--- config.mk ---
export PLATFORM = sky130hd
export DESIGN_NAME = apool_ctrl
export DESIGN_NICKNAME = d
export VERILOG_FILES = /design/src/sv/apool_pkg.sv /design/src/sv/apool_ctrl.sv
export SDC_FILE = /design/constraint.sdc
export NUM_CORES = 1
export LEC_CHECK = 0
export BUFFER_PORTS_ARGS = -buffer_cell sky130_fd_sc_hd__clkbuf_2
export CORE_AREA = 2 2 39 41
export DETAILED_ROUTE_END_ITERATION = 10
export DIE_AREA = 0 0 41 43
export GPL_TIMING_DRIVEN = 0
export PLACE_DENSITY = 0.48
export SLEW_MARGIN = 10
export SYNTH_ARGS = -nofsm -noshare
export SYNTH_HDL_FRONTEND = slang
export SYNTH_SLANG_ARGS = --single-unit
--- constraint.sdc ---
create_clock -name clk -period 2.96 [get_ports clk]
set_clock_uncertainty 0.05 [all_clocks]
set_input_delay 0.296 -clock clk [delete_from_list [all_inputs] [get_ports clk]]
set_output_delay 0.296 -clock clk [all_outputs]
set_load 0.01 [all_outputs]
--- src/sv/apool_pkg.sv ---
// Shared constants, register codes and controller/datapath interface types
// for the streaming average pooling block. No dependencies.
package apool_pkg;

  localparam int MAX_WIDTH   = 1024;
  localparam int MAX_KERNEL  = 8;
  localparam int SAMPLE_BITS = 16;

  localparam int COL_W     = $clog2(MAX_WIDTH);
  localparam int BANK_W    = $clog2(MAX_KERNEL);
  localparam int NUM_BANKS = MAX_KERNEL;
  localparam int KDIM_W    = 4;
  localparam int PW_W      = 11;
  localparam int PH_W      = 16;
  localparam int ROW_W     = 16;
  localparam int XW        = PW_W + 1;
  localparam int YW        = PH_W + 2;
  localparam int CSUM_W    = SAMPLE_BITS + BANK_W;
  localparam int SUM_W     = SAMPLE_BITS + 2 * BANK_W;
  localparam int CNT_W     = 2 * BANK_W + 1;
  localparam int DCNT_W    = $clog2(SUM_W);

  localparam int CFG_IDX_W  = 3;
  localparam int CFG_DATA_W = 16;
  localparam int CFG_REGS   = 7;

  typedef enum logic [CFG_IDX_W-1:0] {
    REG_KERNEL_WIDTH  = 3'd0,
    REG_KERNEL_HEIGHT = 3'd1,
    REG_STRIDE_X      = 3'd2,
    REG_STRIDE_Y      = 3'd3,
    REG_PLANE_WIDTH   = 3'd4,
    REG_PLANE_HEIGHT  = 3'd5,
    REG_CEIL_MODE     = 3'd6
  } cfg_reg_t;

  typedef struct packed {
    logic accept;
    logic rd_adv;
    logic sum_add;
    logic div_init;
    logic div_step;
    logic out_load;
  } cmd_t;

  typedef struct packed {
    logic emit;
    logic sum_last;
    logic div_last;
    logic out_free;
  } status_t;

endpackage

--- src/sv/apool_ctrl.sv ---
// Controller state machine for the average pooling block.
// Depends on apool_pkg for the command and status types.
module apool_ctrl import apool_pkg::*; (
  input  logic    clk,
  input  logic    rst,
  input  logic    in_valid,
  output logic    in_ready,
  input  status_t st,
  output cmd_t    cmd
);

  typedef enum logic [2:0] {
    S_IDLE,
    S_READ,
    S_SUM,
    S_DIVI,
    S_DIV,
    S_OUT
  } state_t;

  state_t state;

  always_ff @(posedge clk) begin
    if (rst) begin
      state <= S_IDLE;
    end else begin
      unique case (state)
        S_IDLE: if (in_valid && st.emit) state <= S_READ;
        S_READ: state <= S_SUM;
        S_SUM:  if (st.sum_last) state <= S_DIVI;
        S_DIVI: state <= S_DIV;
        S_DIV:  if (st.div_last) state <= S_OUT;
        S_OUT:  if (st.out_free) state <= S_IDLE;
        default: state <= S_IDLE;
      endcase
    end
  end

  assign in_ready = (state == S_IDLE);

  always_comb begin
    cmd          = '0;
    cmd.accept   = (state == S_IDLE) && in_valid;
    cmd.rd_adv   = (state == S_READ) || (state == S_SUM);
    cmd.sum_add  = (state == S_SUM);
    cmd.div_init = (state == S_DIVI);
    cmd.div_step = (state == S_DIV);
    cmd.out_load = (state == S_OUT) && st.out_free;
  end

endmodule

==> results of run 1 <==
## Yosys cell counts (all sizes together)
cell / number / area, sq um
and3: 1 / 6.26
nand2: 1 / 3.75
nor2b: 3 / 18.8
buf: 2 / 16.3
dfxtp: 3 / 60.1
nor2: 3 / 11.3
o41ai: 1 / 16.3
nand3: 1 / 5.00
a211oi: 1 / 7.51
nand2b: 1 / 13.8
a21oi: 1 / 5.00
xnor2: 1 / 8.76
and2: 1 / 6.26
nor3: 2 / 10.0
nor3b: 1 / 7.51
a21o: 1 / 7.51
and3b: 1 / 10.0
## critical path, stage by stage (launching register included)
cell and delay, ps:
dfxtp_1 310, buf_6 120, nor2b_1 230, and3_1 190, clkbuf_2 130
## kinds of logic (layout without fill, tap and decap cells)
kind of cell / count (synthesis) / count (layout) / share of synthesized area
AOI/OAI and AO/OA: 4 / 4 / 0.170
xor gates and xnor gates: 1 / 1 / 0.0409
buffers and inverters: 2 / 19 / 0.0760
DFF: 3 / 3 / 0.281
and+or+nand+nor: 15 / 15 / 0.433
## worst max-delay path by stage
stage | startpoint | end
after global placement | state[2] | cmd[0]
after floorplan | state[2] | cmd[5]
after global routing | state[2] | cmd[0]
after CTS | state[2] | cmd[0]
after detailed placement | state[2] | cmd[0]
final | state[2] | cmd[0]
## cell type report
type                            count  area share
Buffer                              2      0.0500
Clock buffer                        4      0.0808
Multi-Input combinational cell     20       0.423
Sequential cell                     3       0.185
Tap cell                           16      0.0615
Timing Repair Buffer               13       0.200
## metal layers
| layer | part of all wire | routed length (um) | vias to the layer above | global-route usage |
|---|---|---|---|---|
| li1 | - | - | 119 | - |
| met1 | 0.43 | 228 | 97 | 0.0868 |
| met5 | 0 | 0 | - | 0 |
| met2 | 0.53 | 282 | 5 | 0.0969 |
| met3 | 0.045 | 24 | 0 | 0.0157 |
| met4 | 0 | 0 | 0 | 0.0600 |
## power breakdown
group / leakage, nW / total (mW) / internal, mW / switching [mW]
Combinational: 0.126 / 0.0486 / 0.0235 / 0.0251
Clock: 0.0150 / 0.0709 / 0.0505 / 0.0204
Sequential: 0.0245 / 0.0486 / 0.0445 / 0.00408
==> reports/results.tsv, run 1 <==
metric	value	unit
ys_seq_elements	3	
grt_pass1_wl	821	um
fin_ws	1400	ps
grt_pass1_vias	205	
drt_iter0_drc	3	
clock_path_buffers	2	
core	1380	sq um
min_to	state[2]	
hold_ws	257	ps
critical_path_class	flop to output pin	
cp_max_fo	9	
ys_warn_count	0	
start_kind	flop	
die_h	43	um
postCtsHoldBufs	0	
grt_antenna_before_repair	0	
final_cell_area	325	sq um
synth.cell_area	214	sq um
drv_slew	0	
syn_avg_cell_area	8.56	sq um
power.density	517	nW/um^2
final_common_cell	clkbuf_2	
place_inst	54	
hpwl	392	um
cp.arrival	1220	ps
die-area	1760	sq um
yosysUniqueCellTypes	18	
fin_nets	50	
stdcell_count	58	
fin_crit	1560	ps
place_area	299	sq um
syn_nets	32	
cts_resized	0	
portBuffers	13	
via_count	221	
largest_register	state	
antenna_cells	0	
tightestPinTransition	248	ps
wire_per_inst	9.22	um
max_freq	639	MHz
post-cts-setup-buffers	0	
synth_cells	25	
r2r_cells	4	
most-common-layout-cells	13 x clkbuf_2, 3 x nor2b_1, 3 x nor2_1, 3 x clkbuf_4, 3 x dfxtp_1	
worstSkewPairLatency	230	ps
min_path_type	input port to flop	
drv_cap	0	
cts_tree	done	
synth_seq_area_share	0.281	
required	2610	ps
ir_worst_vdd	0.133	mV
holdPathStages	2	
status	complete, no violations	
clkTransAtPathRegs	40	ps
relSlewSlack	0.834	
rows	14	
synthToLayoutAreaGrowth	52.0	%
rr_endpoint	state[0]	
start_util	0.155	
viasPerCell	3.81	
r2r_setup_slack	1910	ps
die_w	41	um
drt-total-wl	535	um
endpoint_kind	output pin	
n_fill_cell	166	
largest_reg_flops	3	
setup_viol	0	
io_pins	14	
ant_nets	0	
drive_gt1_frac	0.500	
postLayoutCoreUtil	0.235	
cts_buffers	3	
fin_crit_sh	0.529	
cts_htree_levels	1	
grt-ovfl-total	0	
multi_input_area	138	sq um
p_total	168	uW
setup_tns	0	ps
hold_viol	0	
rsz0062_at_grt	false	
track_usage	0.0703	
r2r_start	state[2]	
p_leak	0.166	nW
seqCellArea	60.1	sq um
grt_max_degree	10	
root_buffer	clkbuf_4	
place.gp.congestion	0.671	
cts.sinks	3	
drc	0	
min_from	rst	
pre_cts_ws	1620	ps
drt_first_pass_iters	2	
largestRegisters	state (3)	
Power figures use the tool's default switching activity.
==> run 2: changes to the inputs <==
--- a/config.mk
+++ b/config.mk
@@ -10,7 +10,7 @@
 export DETAILED_ROUTE_END_ITERATION = 10
 export DIE_AREA = 0 0 41 43
 export GPL_TIMING_DRIVEN = 0
-export PLACE_DENSITY = 0.48
+export PLACE_DENSITY = 0.49
 export SLEW_MARGIN = 10
 export SYNTH_ARGS = -nofsm -noshare
 export SYNTH_HDL_FRONTEND = slang
==> constraint.sdc (replaced) <==
create_clock -name clk -period 1.4 [get_ports clk]
set_clock_uncertainty 0.05 [all_clocks]
set_input_delay 0.14 -clock clk [delete_from_list [all_inputs] [get_ports clk]]
set_output_delay 0.14 -clock clk [all_outputs]
set_load 0.01 [all_outputs]
==> reports/results.tsv, run 2 (synthesis gave the netlist of run 1 again) <==
metric	value	unit	change
grt_pass1_wl	745	um	-9.3%
place_inst	54		unchanged
core	1380	sq um	unchanged
r2r_start	state[1]		
largest_register	state		
start_util	0.155		unchanged
drt_iter0_drc	2		-1
cts.sinks	3		unchanged
die-area	1760	sq um	unchanged
most-common-layout-cells	13 x clkbuf_2, 3 x nor2_1, 3 x clkbuf_4, 3 x dfxtp_1, 2 x nor2b_1		
worstSkewPairLatency	230	ps	about the same
synthToLayoutAreaGrowth	57.9	%	
ir_worst_vdd	0.285	mV	+110%
rsz0062_at_grt	false		
postLayoutCoreUtil	0.244		+0.00904
p_total	363	uW	+120%
drv_slew	0		unchanged
cp_max_fo	9		unchanged
hold_viol	0		unchanged
ant_nets	0		unchanged
final_common_cell	clkbuf_2		
clkTransAtPathRegs	40	ps	about the same
min_path_type	input port to flop		
viasPerCell	3.88		+1.8%
tightestPinTransition	310	ps	+62.4 ps
cts_htree_levels	1		unchanged
critical_path_class	flop to output pin		
via_count	225		+1.8%
fin_crit_sh	0.935		
slowest_delay	310	ps	about the same
rows	14		unchanged
die_w	41	um	unchanged
cp.arrival	1120	ps	-100 ps
start_kind	flop		
setup_tns	0	ps	unchanged
required	1210	ps	-1400 ps
postCtsHoldBufs	0		unchanged
hpwl	379	um	-3.4%
n_fill_cell	160		-3.6%
drv_cap	0		unchanged
place_area	299	sq um	unchanged
largest_reg_flops	3		unchanged
clock_path_buffers	2		unchanged
grt_pass1_vias	199		-2.9%
track_usage	0.0704		+0.0000706
grt-ovfl-total	0		unchanged
antenna_cells	0		unchanged
cts_buffers	3		unchanged
startpoint	state[2]		
place.gp.congestion	0.649		-3.3%
io_pins	14		unchanged
grt_antenna_before_repair	0		unchanged
cp_top_family	simple AND/OR/NAND/NOR gates		
p_leak	0.167	nW	+1.0%
final_cell_area	338	sq um	+3.8%
setup_viol	0		unchanged
status	complete, no violations		
wire_per_inst	8.45	um	-8.4%
root_buffer	clkbuf_4		
path_buf_inv	2		unchanged
relSlewSlack	0.793		-0.0416
drive_gt1_frac	0.548		+0.0476
stdcell_count	58		unchanged
min_from	rst		
portBuffers	13		unchanged
fin_nets	50		unchanged
drt_first_pass_iters	3		+1
crit_chain	buf_6 -> nor2b_4 -> and3_1 -> clkbuf_2		
power.density	1070	nW/um^2	+110%
endpoint_kind	output pin		
fin_crit	1310	ps	
die_h	43	um	unchanged
cts_tree	done		
grt_max_degree	10		unchanged
largestRegisters	state (3)		
max_freq	764	MHz	
drt-total-wl	490	um	-8.4%
drc	0		unchanged
slowest_stage	dfxtp_1		
run 2: what timing repair did:
action | in CTS | in global routing
endpoints found under the setup margin | 1 | 3
resized for setup | 1 | 2
buffers inserted | 0 | 0
run 2: final cells by class:
type | instances | area [sq um] | share of cell area
Tap cell | 16 | 20.0 | 0.0593
Multi-Input combinational cell | 20 | 150 | 0.444
Timing Repair Buffer | 13 | 65.1 | 0.193
Buffer | 2 | 16.3 | 0.0481
Sequential cell | 3 | 60.1 | 0.178
Clock buffer | 4 | 26.3 | 0.0778
run 2: metrics by stage:
stage | setup slack [ps] | hold slack (ps)
detailed placement | 239 | 329
floorplan | 243 | 162
global placement | 253 | 332
CTS | 43.0 | 78.6
global route | 4.67 | 84.8
finish | 90.5 | 88.2
run 2: path summary, 6_finish.rpt:
check	endpoint	slack, ps	cells past startpoint
setup / recovery	cmd[0]	90	4
hold / removal	state[1]	90	2
setup reg to reg	state[0]	330	3
hold reg to reg	state[1]	490	2
run 2: layer usage:
layer,vias up,track usage,part of all wire
met2,6,0.0750,0.50
li1,120,-,-
met5,-,0,0
met1,99,0.0806,0.43
met4,0,0.100,0
met3,0,0.0314,0.069
run 2: power breakdown:
| group | internal (mW) | switching [mW] |
|---|---|---|
| sequential | 0.0941 | 0.0107 |
| clock | 0.107 | 0.0464 |
| combinational | 0.0523 | 0.0524 |
| total | 0.253 | 0.109 |
run 2: worst register-to-register path: cells and delay by family (launching register included):
kind | cells | cell delay [ps]
compound gates | 3 | 440
flops | 1 | 490
